### src/sv/mfk_pkg.sv
// Shared types, constants and helpers for the six-axis forward kinematics block.
// Depends on nothing; every other file of the block imports it.
package mfk_pkg;

   // Geometry and field widths.
   localparam int NJ         = 6;
   localparam int JIDX_W     = 3;
   localparam int ANG_W      = 16;
   localparam int ROT_W      = 16;
   localparam int POS_W      = 32;
   localparam int LEN_W      = 20;
   localparam int OFS_W      = 20;
   localparam int PARAM_W    = 56;
   localparam int REQ_W      = NJ * ANG_W;
   localparam int RSP_W      = 9 * ROT_W + 3 * POS_W;

   // CORDIC settings.
   localparam int ANGLE_BITS   = 16;
   localparam int CORDIC_STEPS = 16;
   localparam int CW           = 34;
   localparam logic [31:0] KEEP_MASK = ~((32'd1 << (32 - ANGLE_BITS)) - 32'd1);
   localparam logic signed [CW-1:0] GAIN_Q30 = 34'sd652032874;
   localparam logic signed [ROT_W-1:0] ONE_Q14 = 16'sd16384;

   // Front feed: six joint angles, then six twists.
   localparam int NFEED  = 2 * NJ;
   localparam int FEED_W = 4;

   // Queue between front and back.
   localparam int QDEPTH = 2;
   localparam int QPTR_W = 1;
   localparam int QCNT_W = 2;

   // Back sequencer steps within one joint.
   localparam int STEP_W       = 5;
   localparam int ST_T10       = 0;
   localparam int ST_T11       = 1;
   localparam int ST_T20       = 2;
   localparam int ST_T21       = 3;
   localparam int ST_P1        = 4;
   localparam int ST_P2        = 5;
   localparam int ST_ROT_FIRST = 7;
   localparam int ST_ROT_LAST  = 15;
   localparam int ST_POS_FIRST = 16;
   localparam int ST_POS_LAST  = 18;
   localparam int ST_COMMIT    = 20;

   typedef struct packed {
      logic signed [ROT_W-1:0] s;
      logic signed [ROT_W-1:0] c;
   } sincos_type;

   typedef struct packed {
      sincos_type q;
      sincos_type a;
   } joint_trig_type;

   typedef joint_trig_type [NJ-1:0] trig_set_type;

   // Arctangent table, full turn = 2^32.
   function automatic logic [31:0] atan_entry(input int i);
      logic [31:0] v;
      case (i)
         0:  v = 32'h20000000;
         1:  v = 32'h12E4051E;
         2:  v = 32'h09FB385B;
         3:  v = 32'h051111D4;
         4:  v = 32'h028B0D43;
         5:  v = 32'h0145D7E1;
         6:  v = 32'h00A2F61E;
         7:  v = 32'h00517C55;
         8:  v = 32'h0028BE53;
         9:  v = 32'h00145F2F;
         10: v = 32'h000A2F98;
         11: v = 32'h000517CC;
         12: v = 32'h00028BE6;
         13: v = 32'h000145F3;
         14: v = 32'h0000A2FA;
         15: v = 32'h0000517D;
         16: v = 32'h000028BE;
         17: v = 32'h0000145F;
         18: v = 32'h00000A30;
         19: v = 32'h00000518;
         20: v = 32'h0000028C;
         21: v = 32'h00000146;
         22: v = 32'h000000A3;
         23: v = 32'h00000051;
         default: v = 32'h0;
      endcase
      return v;
   endfunction

   function automatic logic signed [15:0] sat16(input logic signed [63:0] v);
      logic signed [15:0] r;
      if (v > 64'sd32767) begin
         r = 16'sh7FFF;
      end else if (v < -64'sd32768) begin
         r = 16'sh8000;
      end else begin
         r = v[15:0];
      end
      return r;
   endfunction

   function automatic logic signed [31:0] sat32(input logic signed [63:0] v);
      logic signed [31:0] r;
      if (v > 64'sd2147483647) begin
         r = 32'sh7FFFFFFF;
      end else if (v < -64'sd2147483648) begin
         r = 32'sh80000000;
      end else begin
         r = v[31:0];
      end
      return r;
   endfunction

   // Negation that saturates the most negative value.
   function automatic logic signed [15:0] neg_sat16(input logic signed [15:0] v);
      logic signed [15:0] r;
      if (v == 16'sh8000) begin
         r = 16'sh7FFF;
      end else begin
         r = -v;
      end
      return r;
   endfunction

endpackage

### src/sv/mfk_cordic.sv
// Pipelined CORDIC in rotation mode: one binary angle in per cycle, sine and cosine out.
// Depends on mfk_pkg for widths, the arctangent table and saturation.
module mfk_cordic import mfk_pkg::*; (
   input  logic             clock,
   input  logic             reset,
   input  logic             in_valid,
   input  logic [ANG_W-1:0] in_angle,
   output logic             out_valid,
   output sincos_type       out_sc
);

   logic signed [CW-1:0] x_ff [0:CORDIC_STEPS];
   logic signed [CW-1:0] y_ff [0:CORDIC_STEPS];
   logic signed [CW-1:0] z_ff [0:CORDIC_STEPS];
   logic signed [CW-1:0] x_in [0:CORDIC_STEPS];
   logic signed [CW-1:0] y_in [0:CORDIC_STEPS];
   logic signed [CW-1:0] z_in [0:CORDIC_STEPS];
   logic                 flip_ff [0:CORDIC_STEPS];
   logic                 vld_ff  [0:CORDIC_STEPS];

   logic [31:0]          phase;
   logic [31:0]          phase_fold;
   logic                 flip_in;
   logic signed [CW-1:0] xf;
   logic signed [CW-1:0] yf;
   logic signed [CW:0]   xr;
   logic signed [CW:0]   yr;
   logic                 out_valid_ff;
   sincos_type           out_sc_ff;

   // Quadrant fold: angles in the left half plane are turned by pi.
   always_comb begin
      phase      = {in_angle, 16'h0000} & KEEP_MASK;
      flip_in    = phase[31] ^ phase[30];
      phase_fold = flip_in ? (phase ^ 32'h80000000) : phase;
      x_in[0]    = GAIN_Q30;
      y_in[0]    = '0;
      z_in[0]    = {{(CW-32){phase_fold[31]}}, phase_fold};
   end

   always_ff @(posedge clock) begin
      if (reset) begin
         vld_ff[0] <= 1'b0;
      end else begin
         vld_ff[0] <= in_valid;
      end
   end

   always_ff @(posedge clock) begin
      x_ff[0]    <= x_in[0];
      y_ff[0]    <= y_in[0];
      z_ff[0]    <= z_in[0];
      flip_ff[0] <= flip_in;
   end

   // One micro-rotation per stage.
   for (genvar i = 0; i < CORDIC_STEPS; i++) begin : g_stage
      logic signed [CW-1:0] t;

      always_comb begin
         t = {{(CW-32){1'b0}}, atan_entry(i) & KEEP_MASK};
         if (z_ff[i][CW-1]) begin
            x_in[i+1] = x_ff[i] + (y_ff[i] >>> i);
            y_in[i+1] = y_ff[i] - (x_ff[i] >>> i);
            z_in[i+1] = z_ff[i] + t;
         end else begin
            x_in[i+1] = x_ff[i] - (y_ff[i] >>> i);
            y_in[i+1] = y_ff[i] + (x_ff[i] >>> i);
            z_in[i+1] = z_ff[i] - t;
         end
      end

      always_ff @(posedge clock) begin
         if (reset) begin
            vld_ff[i+1] <= 1'b0;
         end else begin
            vld_ff[i+1] <= vld_ff[i];
         end
      end

      always_ff @(posedge clock) begin
         x_ff[i+1]    <= x_in[i+1];
         y_ff[i+1]    <= y_in[i+1];
         z_ff[i+1]    <= z_in[i+1];
         flip_ff[i+1] <= flip_ff[i];
      end
   end

   // Undo the fold, round Q2.30 to Q1.14 and saturate.
   always_comb begin
      xf = flip_ff[CORDIC_STEPS] ? -x_ff[CORDIC_STEPS] : x_ff[CORDIC_STEPS];
      yf = flip_ff[CORDIC_STEPS] ? -y_ff[CORDIC_STEPS] : y_ff[CORDIC_STEPS];
      xr = (CW+1)'(xf) + (CW+1)'(32768);
      yr = (CW+1)'(yf) + (CW+1)'(32768);
   end

   always_ff @(posedge clock) begin
      if (reset) begin
         out_valid_ff <= 1'b0;
      end else begin
         out_valid_ff <= vld_ff[CORDIC_STEPS];
      end
   end

   always_ff @(posedge clock) begin
      out_sc_ff.c <= sat16(64'(xr >>> 16));
      out_sc_ff.s <= sat16(64'(yr >>> 16));
   end

   assign out_valid = out_valid_ff;
   assign out_sc    = out_sc_ff;

endmodule

### src/sv/mfk_front.sv
// Front end: takes a pose request, runs its joint angles and the twists through the
// CORDIC and collects the twelve sine/cosine pairs into one queue entry. Uses mfk_pkg.
module mfk_front import mfk_pkg::*; (
   input  logic                       clock,
   input  logic                       reset,
   input  logic                       req_tvalid,
   output logic                       req_tready,
   input  logic [REQ_W-1:0]           req_tdata,
   input  logic [NJ-1:0][ANG_W-1:0]   twist,
   input  logic                       pop,
   output logic                       push_valid,
   output trig_set_type               push_data
);

   logic [NJ-1:0][ANG_W-1:0] ang_ff;
   logic                     busy_ff;
   logic [FEED_W-1:0]        feed_ff;
   logic [FEED_W-1:0]        res_ff;
   logic [QCNT_W-1:0]        out_ff;
   logic [FEED_W-1:0]        tw_idx;
   logic [ANG_W-1:0]         feed_angle;
   logic                     accept;
   logic                     cd_valid;
   sincos_type               cd_sc;
   sincos_type               asm_ff [0:NFEED-1];
   sincos_type               asm_in [0:NFEED-1];

   // Items held anywhere between this input and the queue head are counted so the
   // queue can never overflow.
   assign req_tready = !busy_ff && (out_ff < QCNT_W'(QDEPTH));
   assign accept     = req_tvalid && req_tready;

   // Angle fed to the CORDIC this cycle: joint angles first, then twists.
   always_comb begin
      tw_idx = feed_ff - FEED_W'(NJ);
      if (feed_ff < FEED_W'(NJ)) begin
         feed_angle = ang_ff[feed_ff[JIDX_W-1:0]];
      end else begin
         feed_angle = twist[tw_idx[JIDX_W-1:0]];
      end
   end

   always_ff @(posedge clock) begin
      if (reset) begin
         busy_ff <= 1'b0;
         feed_ff <= '0;
      end else if (accept) begin
         busy_ff <= 1'b1;
         feed_ff <= '0;
      end else if (busy_ff) begin
         if (feed_ff == FEED_W'(NFEED - 1)) begin
            busy_ff <= 1'b0;
         end
         feed_ff <= feed_ff + 1'b1;
      end
   end

   always_ff @(posedge clock) begin
      if (accept) begin
         ang_ff <= req_tdata;
      end
   end

   // Outstanding item count.
   always_ff @(posedge clock) begin
      if (reset) begin
         out_ff <= '0;
      end else if (accept && !pop) begin
         out_ff <= out_ff + 1'b1;
      end else if (!accept && pop) begin
         out_ff <= out_ff - 1'b1;
      end
   end

   mfk_cordic u_cordic (
      .clock     (clock),
      .reset     (reset),
      .in_valid  (busy_ff),
      .in_angle  (feed_angle),
      .out_valid (cd_valid),
      .out_sc    (cd_sc)
   );

   // Collect CORDIC results in feed order.
   always_comb begin
      asm_in = asm_ff;
      if (cd_valid) begin
         asm_in[res_ff] = cd_sc;
      end
      for (int j = 0; j < NJ; j++) begin
         push_data[j].q = asm_in[j];
         push_data[j].a = asm_in[NJ + j];
      end
   end

   assign push_valid = cd_valid && (res_ff == FEED_W'(NFEED - 1));

   always_ff @(posedge clock) begin
      if (reset) begin
         res_ff <= '0;
      end else if (cd_valid) begin
         if (res_ff == FEED_W'(NFEED - 1)) begin
            res_ff <= '0;
         end else begin
            res_ff <= res_ff + 1'b1;
         end
      end
   end

   always_ff @(posedge clock) begin
      asm_ff <= asm_in;
   end

endmodule

### config.mk
export PLATFORM = sky130hd
export DESIGN_NAME = mfk_front
export DESIGN_NICKNAME = d
export VERILOG_FILES = /design/src/sv/mfk_pkg.sv /design/src/sv/mfk_cordic.sv /design/src/sv/mfk_front.sv
export SDC_FILE = /design/constraint.sdc
export NUM_CORES = 2
export LEC_CHECK = 0
export BUFFER_PORTS_ARGS = -buffer_cell sky130_fd_sc_hd__buf_2
export CAP_MARGIN = 20
export CORE_MARGIN = 10
export CORE_UTILIZATION = 50
export CTS_CLUSTER_SIZE = 25
export DETAILED_ROUTE_END_ITERATION = 12
export PLACE_DENSITY = 0.67
export SETUP_SLACK_MARGIN = 0.3
export SYNTH_ARGS = -nofsm -noshare
export SYNTH_HDL_FRONTEND = slang
export SYNTH_SLANG_ARGS = --single-unit
### constraint.sdc
create_clock -name clock -period 6.2 [get_ports clock]
set_clock_uncertainty 0.15 [all_clocks]
set_input_delay 0.62 -clock clock [delete_from_list [all_inputs] [get_ports clock]]
set_output_delay 0.62 -clock clock [all_outputs]
set_load 0.1 [all_outputs]
==> flow_metrics.py <==
metrics = {
    "yosys": {
        "synth.avg_cell_area_um2": 9.04,
        "ys_warn_count": 0,
        "netlist_top_cells_count": "dfxtp_1 (1707), a21oi_1 (1295), ha_1 (1165)",
        "synth_top_cell_by_area": "dfxtp_1",
        "synth-edff-count": 96,
        "ys_ff_latch": 1803,
        "syn_area_mm2": 0.111,
        "yosys.cell_types.count": 101,
        "synthTopCellsByArea": "dfxtp_1 (31%), ha_1 (13%), xnor2_1 (8.6%), a21oi_1 (5.8%), xor2_1 (4.7%)",
        "ys.flop_type": "dfxtp_1",
        "yosysSeqAreaShare": 0.332,
        "synth-async-reset-ratio": 0,
        "synth_nets": 13700,
        "synthCells": 12300,
        "synth_most_common_cell": "dfxtp_1",
        "yosysTopAreaCellShare": 0.307,
    },
    "drt": {
        "vias": 92000,
        "firstDrtPassIters": 6,
        "viasPerCell": 5.69,
        "wl_per_cell_um": 19.9,
        "drt_iter0_markers": 5528,
        "drc": 0,
        "ant_nets": 0,
        "wl_mm": 321,
    },
    "clock_network": {
        "clk_pin_slew_worst_paths_ns": 0.07,
        "clk_latency_ns": 0.88,
        "postCtsResizedCells": 0,
        "root_buffer": "clkbuf_16",
        "h-tree-depth": 4,
        "tritoncts.num_buffers": 196,
        "clockBufferDepth": 3,
        "cts_sinks": 1803,
        "cts_tree": "yes",
    },
    "worst_setup_path": {
        "rr_worst_depth": 15,
        "critPathCaptureType": "register",
        "required_ns": 6.76,
        "reg2reg_to": "u_cordic.y_ff[0][168]$_DFF_P_",
        "setup.worst_path.class": "register to register",
        "reg2reg_slack_ns": 0.77,
        "reg2reg_from": "u_cordic.x_ff[0][108]$_DFF_P_",
        "path_max_fanout": 6,
        "arrival_ns": 5.99,
        "cp-start-kind": "register",
    },
    "min_path": {
        "min_to": "u_cordic.z_ff[0][27]$_DFF_P_",
        "whs_path_depth": 4,
        "worstHoldStart": "twist[75]",
        "min_path_type": "input pin to register",
    },
    "sta": {
        "max_freq_mhz": 184,
        "slew_headroom": 0.316,
        "rsz0062_at_grt": "no",
        "layout_setup_ws_ns": 0.772,
        "post-route-period-util": 0.876,
        "setup_viol": 0,
        "finalHoldViolations": 0,
        "final.min_clock_period_ns": 5.43,
        "tns_ns": 0,
        "maxSlewViolCount": 0,
        "tightest_slew_ns": 1.02,
    },
    "floorplan": {
        "die-area_mm2": 0.242,
        "num_io_pins": 582,
        "core-area_mm2": 0.222,
        "start_util": 0.502,
        "die_x_um": 492,
        "rows": 173,
        "die_h_um": 492,
    },
    "global_route": {
        "grt_max_degree": 77,
        "grt_pass1_vias": 90500,
        "antenna_found_initial": 5,
        "grtUsageTotal": 0.253,
        "grt_pass1_wl_mm": 502,
        "grt.overflow.total": 0,
    },
    "placement": {
        "gp_congestion": 0.936,
        "dp_slack_ns": 0.878,
        "hpwl_mm": 255,
        "io_buffer_count": 581,
        "placedCellCount": 15700,
    },
    "cells_and_area": {
        "layoutNonFillerInstCount": 16200,
        "multi_input_area_mm2": 0.0715,
        "seq_area_mm2": 0.0371,
        "drive_gt1_frac": 0.116,
        "synthToLayoutAreaGrowth_pct": 12.8,
        "fill_cells": 19700,
        "nets": 14400,
    },
    "run": {
        "cap_violations": 0,
    },
    "outcome": {
        "outcome": "finished, final reports clean",
    },
}
-- routing by layer --
metal / share of wire / track usage / up-vias
met4: 0.043 / 0.0990 / 0
met3: 0.045 / 0.0323 / 617
met5: 0 / 0 / -
li1: - / - / 45300
met1: 0.42 / 0.309 / 43600
met2: 0.49 / 0.450 / 2395
-- area by class of cell --
cell class / count / area share
repair buffers: 743 / 0.0351
multi-input cells: 9747 / 0.569
well taps: 2975 / 0.0296
inverters: 511 / 0.0153
diodes: 3 / 0.0000597
flip-flops and latches: 1803 / 0.295
clock buffers: 272 / 0.0447
clock inverters: 98 / 0.0117
-- flip-flops by register name, summed over array words and instances (netlist names) --
register            flops
res_ff                  4
u_cordic.vld_ff        17
u_cordic.y_ff         511
u_cordic.out_valid      1
ang_ff                 96
asm_ff                384
u_cordic.flip_ff       17
u_cordic.x_ff         484
u_cordic.z_ff         250
busy_ff                 1
out_ff                  2
u_cordic.out_sc        32
feed_ff                 4
-- layout by cell type (no fill, tap or decap), drive strengths merged, types with 52 or more instances in the layout --
master / n
edfxtp: 96
dfxtp: 1707
clkinv: 59
inv: 518
and2: 75
o21bai: 176
mux2: 396
nand2b: 182
dlygate4sd3: 97
nor2: 1000
a21oi: 1295
o21a: 153
a211oi: 87
o21ai: 520
a31oi: 110
nand3: 187
nor2b: 188
clkbuf: 272
or3: 90
nor4: 90
xor2: 600
mux2i: 83
nand2: 663
o31ai: 52
and3: 64
nor3: 313
nand4: 62
xnor2: 1090
a21o: 448
buf: 646
ha: 1165
-- how the worst max path moves through the flow --
stage                     cells after the start                           from                       endpoint
final                                        15  u_cordic.x_ff[0][108]$_DFF_P_  u_cordic.y_ff[0][168]$_DFF_P_
after global routing                         17  u_cordic.x_ff[2][114]$_DFF_P_  u_cordic.y_ff[0][440]$_DFF_P_
after CTS                                    17   u_cordic.x_ff[1][77]$_DFF_P_  u_cordic.y_ff[0][270]$_DFF_P_
after detailed placement                     17   u_cordic.x_ff[1][77]$_DFF_P_  u_cordic.y_ff[0][270]$_DFF_P_
after global placement                       20  u_cordic.x_ff[2][113]$_DFF_P_  u_cordic.y_ff[0][441]$_DFF_P_
after floorplan                               6             busy_ff$_SDFF_PP0_         out_ff[1]$_SDFFE_PP0P_
-- worst max-delay path: stages (launching register included) --
cell and delay [ns]:
dfxtp_1 0.35, or3_1 0.40, or3_1 0.36, nor3_1 0.37
nand2_1 0.22, nor3_1 0.70, nor2_1 0.11, xnor2_1 0.16
ha_1 0.35, nand3_1 0.18, o21ai_0 0.57, a31oi_1 0.21
o21ai_0 0.36, a311oi_1 0.24, o21a_1 0.25, o311ai_0 0.30
-- kinds of logic after synthesis --
group / share of synthesized area
multiplexers: 0.0539
buffers and inverters: 0.0264
XOR/XNOR: 0.133
flip-flops: 0.332
AO/OA/AOI/OAI: 0.182
AND/OR/NAND/NOR: 0.134
adder cells (fa/ha/maj): 0.139
-- repair_timing --
action,CTS,global route
hold buffers,97,0
buffers inserted,0,0
endpoints found under the hold margin,97,0
-- per-stage QoR --
| stage | util | hold WS, ns | instance area [um^2] |
|---|---|---|---|
| finish | 0.566 | 0.0626 | 126000 |
| global route | 0.566 | 0.0432 | 126000 |
| CTS | 0.566 | 0.000266 | 126000 |
| detailed placement | 0.530 | 0.162 | 118000 |
| global placement | 0.529 | 0.161 | 118000 |
| floorplan | - | 0.160 | 111000 |
Power is not shown: default switching activity piles up to over one toggle a cycle in this logic, so the estimate is an artifact.
