## src/sv/mfk_pkg.sv

```systemverilog
// Shared types, constants and helpers for the six-axis forward kinematics block.
// Depends on nothing; every other file of the block imports it.
package mfk_pkg;

   // Geometry and field widths.
   localparam int NJ         = 6;
   localparam int JIDX_W     = 3;
   localparam int ANG_W      = 16;
   localparam int ROT_W      = 16;
   localparam int POS_W      = 32;
   localparam int LEN_W      = 20;
   localparam int OFS_W      = 20;
   localparam int PARAM_W    = 56;
   localparam int REQ_W      = NJ * ANG_W;
   localparam int RSP_W      = 9 * ROT_W + 3 * POS_W;

   // CORDIC settings.
   localparam int ANGLE_BITS   = 16;
   localparam int CORDIC_STEPS = 16;
   localparam int CW           = 34;
   localparam logic [31:0] KEEP_MASK = ~((32'd1 << (32 - ANGLE_BITS)) - 32'd1);
   localparam logic signed [CW-1:0] GAIN_Q30 = 34'sd652032874;
   localparam logic signed [ROT_W-1:0] ONE_Q14 = 16'sd16384;

   // Front feed: six joint angles, then six twists.
   localparam int NFEED  = 2 * NJ;
   localparam int FEED_W = 4;

   // Queue between front and back.
   localparam int QDEPTH = 2;
   localparam int QPTR_W = 1;
   localparam int QCNT_W = 2;

   // Back sequencer steps within one joint.
   localparam int STEP_W       = 5;
   localparam int ST_T10       = 0;
   localparam int ST_T11       = 1;
   localparam int ST_T20       = 2;
   localparam int ST_T21       = 3;
   localparam int ST_P1        = 4;
   localparam int ST_P2        = 5;
   localparam int ST_ROT_FIRST = 7;
   localparam int ST_ROT_LAST  = 15;
   localparam int ST_POS_FIRST = 16;
   localparam int ST_POS_LAST  = 18;
   localparam int ST_COMMIT    = 20;

   typedef struct packed {
      logic signed [ROT_W-1:0] s;
      logic signed [ROT_W-1:0] c;
   } sincos_type;

   typedef struct packed {
      sincos_type q;
      sincos_type a;
   } joint_trig_type;

   typedef joint_trig_type [NJ-1:0] trig_set_type;

   // Arctangent table, full turn = 2^32.
   function automatic logic [31:0] atan_entry(input int i);
      logic [31:0] v;
      case (i)
         0:  v = 32'h20000000;
         1:  v = 32'h12E4051E;
         2:  v = 32'h09FB385B;
         3:  v = 32'h051111D4;
         4:  v = 32'h028B0D43;
         5:  v = 32'h0145D7E1;
         6:  v = 32'h00A2F61E;
         7:  v = 32'h00517C55;
         8:  v = 32'h0028BE53;
         9:  v = 32'h00145F2F;
         10: v = 32'h000A2F98;
         11: v = 32'h000517CC;
         12: v = 32'h00028BE6;
         13: v = 32'h000145F3;
         14: v = 32'h0000A2FA;
         15: v = 32'h0000517D;
         16: v = 32'h000028BE;
         17: v = 32'h0000145F;
         18: v = 32'h00000A30;
         19: v = 32'h00000518;
         20: v = 32'h0000028C;
         21: v = 32'h00000146;
         22: v = 32'h000000A3;
         23: v = 32'h00000051;
         default: v = 32'h0;
      endcase
      return v;
   endfunction

   function automatic logic signed [15:0] sat16(input logic signed [63:0] v);
      logic signed [15:0] r;
      if (v > 64'sd32767) begin
         r = 16'sh7FFF;
      end else if (v < -64'sd32768) begin
         r = 16'sh8000;
      end else begin
         r = v[15:0];
      end
      return r;
   endfunction

   function automatic logic signed [31:0] sat32(input logic signed [63:0] v);
      logic signed [31:0] r;
      if (v > 64'sd2147483647) begin
         r = 32'sh7FFFFFFF;
      end else if (v < -64'sd2147483648) begin
         r = 32'sh80000000;
      end else begin
         r = v[31:0];
      end
      return r;
   endfunction

   // Negation that saturates the most negative value.
   function automatic logic signed [15:0] neg_sat16(input logic signed [15:0] v);
      logic signed [15:0] r;
      if (v == 16'sh8000) begin
         r = 16'sh7FFF;
      end else begin
         r = -v;
      end
      return r;
   endfunction

endpackage

```

## src/sv/mfk_queue.sv

```systemverilog
// Short FIFO of sine/cosine sets between the front end and the back end.
// Uses mfk_pkg for the entry type and depth.
module mfk_queue import mfk_pkg::*; (
   input  logic              clock,
   input  logic              reset,
   input  logic              push,
   input  trig_set_type      push_data,
   input  logic              pop,
   output logic              out_valid,
   output trig_set_type      out_data,
   output logic [QCNT_W-1:0] count
);

   trig_set_type      mem_ff [0:QDEPTH-1];
   logic [QPTR_W-1:0] wr_ff;
   logic [QPTR_W-1:0] rd_ff;
   logic [QCNT_W-1:0] cnt_ff;

   always_ff @(posedge clock) begin
      if (reset) begin
         wr_ff  <= '0;
         rd_ff  <= '0;
         cnt_ff <= '0;
      end else begin
         if (push) begin
            wr_ff <= wr_ff + 1'b1;
         end
         if (pop) begin
            rd_ff <= rd_ff + 1'b1;
         end
         if (push && !pop) begin
            cnt_ff <= cnt_ff + 1'b1;
         end else if (!push && pop) begin
            cnt_ff <= cnt_ff - 1'b1;
         end
      end
   end

   always_ff @(posedge clock) begin
      if (push) begin
         mem_ff[wr_ff] <= push_data;
      end
   end

   assign out_valid = (cnt_ff != '0);
   assign out_data  = mem_ff[rd_ff];
   assign count     = cnt_ff;

endmodule

```

## config.mk

```make
export PLATFORM = sky130hd
export DESIGN_NAME = mfk_queue
export DESIGN_NICKNAME = d
export VERILOG_FILES = /design/src/sv/mfk_pkg.sv /design/src/sv/mfk_queue.sv
export SDC_FILE = /design/constraint.sdc
export NUM_CORES = 1
export LEC_CHECK = 0
export BUFFER_PORTS_ARGS = -buffer_cell sky130_fd_sc_hd__buf_2
export CORE_AREA = 8 8 298 300
export DETAILED_ROUTE_END_ITERATION = 16
export DIE_AREA = 0 0 306 308
export GPL_TIMING_DRIVEN = 0
export HOLD_SLACK_MARGIN = 0.12
export PLACE_DENSITY_LB_ADDON = 0.1
export SLEW_MARGIN = 20
export SYNTH_ARGS = -nofsm -noshare
export SYNTH_HDL_FRONTEND = slang
export SYNTH_SLANG_ARGS = --single-unit
```

## constraint.sdc

```tcl
create_clock -name clock -period 43.2 [get_ports clock]
set_input_delay 10.8 -clock clock [delete_from_list [all_inputs] [get_ports clock]]
set_output_delay 10.8 -clock clock [all_outputs]
set_load 0.005 [all_outputs]
```

==> impl_metrics.env, run 1 <==
export IMPL_core_area_mm2=0.0842
export IMPL_grt_max_degree=48
export IMPL_finalWirelength_mm=79.2
export IMPL_tritoncts="done"
export IMPL_ys_flop_type="edfxtp_1"
export IMPL_stdcell_count=3297
export IMPL_syn_area_mm2=0.0295
export IMPL_fin_skew_ns=0.0164
export IMPL_cp_slowest_stage_delay_ns=0.43
export IMPL_final_hold_viol_count=0
export IMPL_cts_buffer_depth=3
export IMPL_slew_headroom=0.504
export IMPL_port_buffers=774
export IMPL_holdCritPathClass="register to register"
export IMPL_p_leak_nw=15.0
export IMPL_ioPinCount=775
export IMPL_antenna_found_initial=64
export IMPL_post_cts_repair_setup_buffers=0
export IMPL_vias_per_cell=4.52
export IMPL_worst_setup_path_end_kind="output port"
export IMPL_post_dp_hpwl_mm=60.4
export IMPL_clock_root_buffer="clkbuf_16"
export IMPL_ctsHoldBuffers=0
export IMPL_max_vdd_ir_drop_mv=0.0383
export IMPL_crit_top_cell="buf_2"
export IMPL_clock_latency_ns=0.62
export IMPL_synth_top_area_frac=0.783
export IMPL_achievable_frequency_ghz=0.0777
export IMPL_cp_slowest_cell="mux2_2"
export IMPL_ys_top_cells_by_count="edfxtp_1 (768), mux2_4 (360), buf_6 (28), mux2_2 (24), buf_8 (11)"
export IMPL_yosysWarnings=0
export IMPL_synth_distinct_cells=19
export IMPL_grt_pass1_vias=16184
export IMPL_drive_gt1_frac=0.620
export IMPL_drt_pass1_iter_count=4
export IMPL_finalMaxSlewViolations=0
export IMPL_crit_buf_inv=3
export IMPL_numClockSinks=773
export IMPL_cp_arrival_ns=2.07
export IMPL_worstReg2RegStart="wr_ff"
export IMPL_synth_most_common_cell="edfxtp_1"
export IMPL_cts_htree_levels=3
export IMPL_status="complete, no violations"
export IMPL_hold_start="rd_ff"
export IMPL_grt_setup_unrepaired="no"
export IMPL_cp_start_kind="register"
export IMPL_finalNetCount=2496
export IMPL_die_area_mm2=0.0942
export IMPL_crit_family="buffers and inverters"
export IMPL_p_per_area_mw_per_mm2=46.7
export IMPL_cts_buffers=85
export IMPL_finalCriticalPeriod_ns=12.87
export IMPL_chipHeight_um=308
export IMPL_vias=14899
export IMPL_die_w_um=306
export IMPL_grt_total_usage=0.161
export IMPL_post_route_period_util=0.298
export IMPL_gp_congestion=0.755
export IMPL_cts_reportedPaths_clkPinSlew_ns=0.05
export IMPL_finalSetupTns_ns=0
export IMPL_row_count=107
export IMPL_critPathRequiredTime_ns=32.40
export IMPL_worstMarginPinSlew_ns=0.743
export IMPL_ys_ff_latch=773
export IMPL_timing_hold_ws_ns=0.517
export IMPL_syn_inst=1216
export IMPL_synth_edf_count=768
export IMPL_yosysTopAreaCell="edfxtp_1"
export IMPL_critical_path_class="register to output port"
export IMPL_ys_seq_area_frac=0.786
export IMPL_synth_nets=1605
export IMPL_ctsResizeCount=0
export IMPL_async_flop_share=0
export IMPL_syn_avg_cell_area_um2=24.2
export IMPL_final_setup_viol_count=0
export IMPL_cp_cell_sequence="buf_6 -> buf_2 -> mux2_2 -> buf_2"
export IMPL_area_growth_pct=29.2
export IMPL_drc=0
export IMPL_ys_top_cells_by_area="edfxtp_1 (78%), mux2_4 (18%), buf_6 (1.1%)"
export IMPL_initial_core_util=0.350
export IMPL_drt_iter0_drc=681
export IMPL_grt_pass1_wl_mm=111
export IMPL_ant_nets=0
export IMPL_overflow=0
export IMPL_dp_cells=3110
export IMPL_routedWlPerCell_um=24.0
export IMPL_drv_cap=0
export IMPL_path_max_fanout=10
-- registers in the layout (all words and copies together), names as in the netlist, named ones only --
register,cells
count,2
mem_ff,768
rd_ff,1
wr_ff,1
-- worst paths after layout --
| check | endpoint | slack [ns] | depth (start not counted) |
|---|---|---|---|
| worst max-delay path | out_data[369] | 30.33 | 4 |
| worst min-delay path | register | 0.52 | 2 |
| worst max register to register | mem_ff[1][316] | 40.61 | 5 |
| worst min register to register | register | 0.52 | 2 |
-- layout by cell type (no fill, tap or decap), drive strengths merged --
master / instances
or2: 1
edfxtp: 768
ha: 1
clkinv: 31
xor2: 2
clkbuf: 108
inv: 7
nor2: 4
xnor2: 2
mux2: 384
and2: 1
o21ai: 1
clkinvlp: 2
bufinv: 3
buf: 847
or3: 1
nor2b: 1
dfxtp: 5
diode: 37
a21oi: 1
-- metrics by stage --
step | worst slack [ns] | util | cell area, um^2 | total power, mW
floorplan | 14.73 | - | 29500 | 1.04
global placement | 2.81 | 0.412 | 34700 | 1.16
detailed placement | 30.04 | 0.421 | 35400 | 1.13
CTS | 30.16 | 0.451 | 38000 | 1.81
global route | 30.16 | 0.452 | 38000 | 1.85
finish | 30.33 | 0.452 | 38100 | 1.78
-- final cells by class --
type                    count  area (um^2)
fillers                  7388        46100
flip-flops and latches    773        23200
multi-input cells         399         5780
repair buffers            804         4570
clock buffers             108         2210
well taps                1090         1360
plain buffers              43          531
clock inverters            42          347
diodes                     37         92.6
inverters                   1         3.75
-- logic make-up (layout without fill, tap and decap cells) --
logic type | Yosys count | after routing | share of synthesized area
flip-flops | 773 | 773 | 0.786
buffers and inverters | 44 | 998 | 0.0181
adder cells (fa/ha/maj) | 1 | 1 | 0.000425
AND/OR/NAND/NOR | 8 | 8 | 0.00136
multiplexers | 384 | 384 | 0.193
XOR/XNOR | 4 | 4 | 0.00119
other | 0 | 37 | 0
AO/OA/AOI/OAI | 2 | 2 | 0.000339
-- per-layer routing --
layer  track usage  up-vias  part of all wire
met5             0        -            0.0026
met4        0.0742       32             0.040
met3        0.0693      186             0.093
met2         0.296      563              0.54
met1         0.155     7387              0.33
li1              -     6731                 -
-- worst reg2reg max path: cells and delay by family (launching register included) --
| family | cells | cell delay, ns |
|---|---|---|
| flip-flops | 1 | 0.41 |
| AND/OR/NAND/NOR | 1 | 0.68 |
| buffers and inverters | 4 | 1.15 |
-- report_power, final --
group / switching, mW / total (mW) / internal (mW)
clock network: 0.287 / 0.670 / 0.383
registers: 0.0102 / 0.887 / 0.876
logic: 0.105 / 0.223 / 0.118
total: 0.402 / 1.78 / 1.38
No activity file was read; power rests on OpenSTA's default activity.
==> run 2, diff against run 1 <==
clock period = 10.8 ns   (was 43.2 ns; I/O delays follow)
==> run 2 against run 1 <==
Compared with the run above:
- cell area rose by 0.40%
- setup slack got worse by 24 ns
- clock power rose to 4.2 times the previous value
- sequential cell count did not move
- die area did not move
- core utilization rose by 0.18 points
- wire length rose by 0.68%
- critical path type unchanged
- sequential share of layout area fell by 0.24 points
- hold slack improved by 0.0084 ns
- count of clock-buffer cells in the layout fell by 1
==> impl_metrics.env, run 2 (same netlist as run 1, synthesis figures left out) <==
export IMPL_grt_pass1_vias=16054
export IMPL_largest_reg_flops=768
export IMPL_final_setup_viol_count=0
export IMPL_num_fill_cells=7372
export IMPL_r2r_cells=5
export IMPL_grt_total_usage=0.161
export IMPL_vias_per_cell=4.51
export IMPL_cp_slowest_stage_delay_ns=0.37
export IMPL_ctsResizeCount=0
export IMPL_initial_core_util=0.350
export IMPL_chipHeight_um=308
export IMPL_clock_latency_ns=0.63
export IMPL_crit_family="buffers and inverters"
export IMPL_hold_start="rd_ff"
export IMPL_placed_area_mm2=0.0354
export IMPL_antenna_found_initial=53
export IMPL_routedWlPerCell_um=24.2
export IMPL_drt_iter0_drc=655
export IMPL_critical_path_class="register to output port"
export IMPL_worst_setup_path_end_kind="output port"
export IMPL_cp_arrival_ns=2.05
export IMPL_finalCriticalPeriod_ns=4.75
export IMPL_critPathRequiredTime_ns=8.10
export IMPL_crit_top_cell="buf_8"
export IMPL_p_per_area_mw_per_mm2=190
export IMPL_dp_cells=3109
export IMPL_finalMaxSlewViolations=0
export IMPL_path_depth=5
export IMPL_r2r_slack_ns=8.30
export IMPL_grt_max_degree=48
export IMPL_max_vdd_ir_drop_mv=0.173
export IMPL_ctsHoldBuffers=0
export IMPL_drc=0
export IMPL_worstMarginPinSlew_ns=0.596
export IMPL_tritoncts="done"
export IMPL_area_growth_pct=29.7
export IMPL_fin_skew_ns=0.0216
export IMPL_r2r_end="mem_ff[1][152]"
export IMPL_core_area_mm2=0.0842
export IMPL_holdCritPathClass="register to register"
export IMPL_drive_gt1_frac=0.621
export IMPL_p_leak_nw=15.1
export IMPL_p_total_mw=7.28
export IMPL_cts_htree_levels=3
export IMPL_cts_buffers=86
export IMPL_worstReg2RegStart="wr_ff"
export IMPL_finalNetCount=2496
export IMPL_design_area_mm2=0.0382
export IMPL_status="complete, no violations"
export IMPL_regMostFlops="mem_ff"
export IMPL_grt_setup_unrepaired="no"
export IMPL_cp_start_kind="register"
export IMPL_min_path_cells=2
export IMPL_clock_root_buffer="clkbuf_16"
export IMPL_drt_pass1_iter_count=5
export IMPL_row_count=107
export IMPL_drv_cap=0
export IMPL_final_hold_viol_count=0
export IMPL_die_area_mm2=0.0942
export IMPL_grt_pass1_wl_mm=111
export IMPL_path_max_fanout=10
export IMPL_layout_commonest_cell="buf_2"
export IMPL_cts_reportedPaths_clkPinSlew_ns=0.06
export IMPL_layout_common_cells="buf_2 (776), edfxtp_1 (768), mux2_4 (360), clkbuf_16 (88), buf_6 (28)"
export IMPL_cp_slowest_cell="mux2_4"
export IMPL_ant_nets=0
export IMPL_post_route_period_util=0.440
export IMPL_die_w_um=306
export IMPL_slew_headroom=0.603
export IMPL_cp_cell_sequence="buf_6 -> buf_8 -> buf_8 -> mux2_4 -> buf_2"
export IMPL_ioPinCount=775
export IMPL_numClockSinks=773
export IMPL_vias=14852
export IMPL_finalWirelength_mm=79.8
export IMPL_stdcell_count=3295
export IMPL_post_dp_hpwl_mm=60.5
export IMPL_post_cts_repair_setup_buffers=0
export IMPL_overflow=0
export IMPL_cts_buffer_depth=3
export IMPL_port_buffers=774
export IMPL_achievable_frequency_ghz=0.211
export IMPL_gp_congestion=0.751
export IMPL_crit_buf_inv=4
[run 2: changes by cell type in the layout (fill, tap and decap cells not counted), sizes merged]
cell and change:
clkinv +6, inv -2, buf -1, clkbuf -1, diode -8, bufinv +4
[run 2: worst register-to-register path, delay by kind of cell (launching register included)]
kind / cells / cell delay (ns)
buf+inv: 4 / 1.21
flops: 1 / 0.40
simple gates: 1 / 0.56
[run 2: layer usage]
| metal | part of all wire | routed length, um | vias to the layer above | global-route usage |
|---|---|---|---|---|
| li1 | - | - | 6719 | - |
| met1 | 0.33 | 26400 | 7376 | 0.159 |
| met2 | 0.54 | 42800 | 560 | 0.294 |
| met3 | 0.089 | 7130 | 171 | 0.0643 |
| met4 | 0.041 | 3270 | 26 | 0.0763 |
| met5 | 0.0021 | 164 | - | 0 |
[run 2: through the flow]
stage / worst slack, ns / util / setup TNS [ns] / hold WS (ns)
3_5_place_dp: 5.78 / 0.420 / 0 / 0.500
4_1_cts: 5.94 / 0.453 / 0 / 0.526
3_3_place_gp: -2.02 / 0.412 / -854.04 / 0.507
2_1_floorplan: 1.93 / - / 0 / 0.476
5_1_grt: 5.93 / 0.454 / 0 / 0.543
6_report: 6.05 / 0.454 / 0 / 0.525
[run 2: power breakdown]
| group | internal, mW | switching [mW] |
|---|---|---|
| clock | 1.67 | 1.17 |
| sequential | 3.50 | 0.0412 |
| combinational | 0.471 | 0.420 |
[run 2: final cells by class]
class                           count  area (um^2)  share of cell area
Clock inverter                     50          473              0.0124
Buffer                             43          531              0.0139
Multi-Input combinational cell    399         5780               0.151
Sequential cell                   773        23200               0.606
Inverter                            1         3.75           0.0000982
Tap cell                         1090         1360              0.0357
Antenna cell                       29         72.6             0.00190
Clock buffer                      107         2270              0.0595
Timing Repair Buffer              803         4560               0.119
[run 2: how the worst max path moves through the flow]
stage                     slack [ns]  startpoint             end
final                           6.05    register   out_data[287]
after global placement         -2.02        push  mem_ff[0][114]
after floorplan                 1.93        push    mem_ff[0][0]
after CTS                       5.94    register   out_data[377]
after detailed placement        5.78        push  mem_ff[1][159]
after global routing            5.93    register   out_data[377]
==> run 3, diff against run 2 <==
ABC_AREA = 1   (was default)
clock period = 4.2 ns   (was 10.8 ns; I/O delays follow)
==> run 3 against run 2 <==
Compared with the run above:
- sequential power grew to 2.5 times the previous value
- cell count increased by 0.36%
- via count rose by 0.14%
- register-to-register slack got worse by 6.2 ns
- first-iteration DRC count is 7.9% higher
- global-route usage grew 0.19 points
- largest power group unchanged
- sequential cell count did not move
- critical endpoint is now out_data[255]
==> impl_metrics.env, run 3 <==
export IMPL_p_total_mw=18.0
export IMPL_finalMaxSlewViolations=0
export IMPL_ctsHoldBuffers=0
export IMPL_p_per_area_mw_per_mm2=473
export IMPL_overflow=0
export IMPL_largest_reg_flops=768
export IMPL_ys_top_cells_by_count="edfxtp_1 (768), mux2_4 (360), buf_6 (28), mux2_2 (24), buf_8 (11)"
export IMPL_num_fill_cells=7385
export IMPL_cts_buffer_depth=3
export IMPL_gp_congestion=0.792
export IMPL_syn_inst=1227
export IMPL_drt_iter0_drc=707
export IMPL_r2r_end="mem_ff[0][81]"
export IMPL_layout_commonest_cell="buf_2"
export IMPL_status="complete, no violations"
export IMPL_slew_headroom=0.573
export IMPL_final_hold_viol_count=0
export IMPL_worst_setup_path_end_kind="output port"
export IMPL_ys_seq_area_frac=0.785
export IMPL_yosysTopAreaCell="edfxtp_1"
export IMPL_drv_cap=0
export IMPL_path_max_fanout=10
export IMPL_grt_max_degree=31
export IMPL_layout_common_cells="buf_2 (776), edfxtp_1 (768), mux2_4 (360), clkbuf_16 (87)"
export IMPL_area_growth_pct=29.2
export IMPL_ctsResizeCount=0
export IMPL_die_area_mm2=0.0942
export IMPL_grt_setup_unrepaired="no"
export IMPL_drc=0
export IMPL_async_flop_share=0
export IMPL_hold_start="rd_ff"
export IMPL_finalWirelength_mm=80.1
export IMPL_synth_top_area_frac=0.782
export IMPL_pre_cts_ws_ns=1.10
export IMPL_antenna_found_initial=55
export IMPL_finalSetupTns_ns=0
export IMPL_port_buffers=774
export IMPL_final_setup_viol_count=0
export IMPL_finalNetCount=2511
export IMPL_cp_arrival_ns=2.08
export IMPL_ys_top_cells_by_area="edfxtp_1 (78%), mux2_4 (18%), buf_6 (1.1%)"
export IMPL_cts_htree_levels=3
export IMPL_post_dp_hpwl_mm=61.0
export IMPL_cp_endpoint="out_data[255]"
export IMPL_multi_input_area_mm2=0.00579
export IMPL_numClockSinks=773
export IMPL_vias=14873
export IMPL_row_count=107
export IMPL_synth_most_common_cell="edfxtp_1"
export IMPL_ys_flop_type="edfxtp_1"
export IMPL_p_leak_nw=15.0
export IMPL_clock_root_buffer="clkbuf_16"
export IMPL_ioPinCount=775
export IMPL_grt_pass1_vias=16165
export IMPL_grt_pass1_wl_mm=112
export IMPL_chipHeight_um=308
export IMPL_ant_nets=0
export IMPL_worstMarginPinSlew_ns=0.638
export IMPL_cts_reportedPaths_clkPinSlew_ns=0.06
export IMPL_clock_latency_ns=0.63
export IMPL_regArea_mm2=0.0232
export IMPL_holdCritPathClass="register to register"
export IMPL_drive_gt1_frac=0.612
export IMPL_grt_total_usage=0.163
export IMPL_cp_start_kind="register"
export IMPL_drt_pass1_iter_count=4
export IMPL_worst_slack_ns=1.07
export IMPL_vias_per_cell=4.50
export IMPL_achievable_frequency_ghz=0.319
export IMPL_initial_core_util=0.350
export IMPL_regMostFlops="mem_ff"
export IMPL_r2r_slack_ns=2.11
export IMPL_ys_ff_latch=773
export IMPL_syn_avg_cell_area_um2=24.0
export IMPL_die_w_um=306
export IMPL_synth_distinct_cells=18
export IMPL_post_cts_repair_setup_buffers=0
export IMPL_tritoncts="done"
export IMPL_post_route_period_util=0.746
export IMPL_fin_skew_ns=0.0183
export IMPL_routedWlPerCell_um=24.2
export IMPL_critPathRequiredTime_ns=3.15
export IMPL_timing_hold_ws_ns=0.521
export IMPL_syn_area_mm2=0.0295
export IMPL_worstReg2RegStart="wr_ff"
export IMPL_r2r_cells=5
export IMPL_critical_path_class="register to output port"
export IMPL_yosysWarnings=0
export IMPL_finalCriticalPeriod_ns=3.13
export IMPL_synth_nets=1616
export IMPL_core_area_mm2=0.0842
export IMPL_synth_edf_count=768
export IMPL_cts_buffers=86
export IMPL_max_vdd_ir_drop_mv=0.316
==> run 3: cell types whose count changed after synthesis, sizes merged <==
cell and delta:
and2 -1, inv +8, nand2 +6, nand3 +1, nand4 +1, nor2 +1
nor2b -1, nor3 +1, or2 -1, or3 -1, xnor2 -1, xor2 -2
==> run 3: worst min-delay path by stage <==
stage                     to  slack (ns)  depth (start not counted)
6_report            register        0.52                          2
5_1_grt        mem_ff[0][11]        0.56                          1
4_1_cts             register        0.52                          2
3_5_place_dp           rd_ff        0.50                          2
3_3_place_gp           rd_ff        0.50                          2
2_1_floorplan       register        0.48                          2
==> run 3: final cells by class <==
class                      count  share of cell area
buffer                        43              0.0139
multi-input combinational    402               0.152
clock buffer                 114              0.0598
clock inverter                37             0.00657
sequential                   773               0.608
tap                         1090              0.0358
timing repair buffer         807               0.120
inverter                       9             0.00131
antenna                       32             0.00210
==> run 3: per-stage QoR <==
| stage | utilization | instances | cell area, um^2 |
|---|---|---|---|
| after floorplan | - | 1227 | 29500 |
| after global placement | 0.413 | 3091 | 34800 |
| after detailed placement | 0.421 | 3124 | 35500 |
| after CTS | 0.451 | 3275 | 38000 |
| after global routing | 0.452 | 3292 | 38100 |
| final | 0.452 | 3307 | 38100 |
==> run 3: power by group <==
| group | switching, mW | internal [mW] | leakage, nW |
|---|---|---|---|
| clock network | 2.95 | 3.88 | 1.22 |
| logic | 1.02 | 1.15 | 6.51 |
| registers | 0.0919 | 8.95 | 7.25 |
| total | 4.06 | 14.0 | 15.0 |
==> run 3: critical path, stage by stage (launching register included) <==
cell and delay (ns):
dfxtp_1 0.32, buf_6 0.18, buf_8 0.23, buf_8 0.22
mux2_4 0.32, buf_2 0.20
==> run 3: cells by family (layout without fill, tap and decap cells) <==
logic type / after synthesis / after routing / share of synthesized area
AO/OA/AOI/OAI: 2 / 2 / 0.000339
flip-flops: 773 / 773 / 0.785
XOR/XNOR: 1 / 1 / 0.000297
adder cells (fa/ha/maj): 1 / 1 / 0.000424
multiplexers: 384 / 384 / 0.192
AND/OR/NAND/NOR: 14 / 14 / 0.00195
buffers and inverters: 52 / 1010 / 0.0191
other: 0 / 32 / 0
==> run 3: metal layers <==
metal,share of wire,up-vias,global-route usage
met4,0.036,26,0.0712
met1,0.32,7403,0.155
met2,0.54,540,0.298
li1,-,6749,-
met3,0.10,155,0.0762
met5,0.0021,-,0
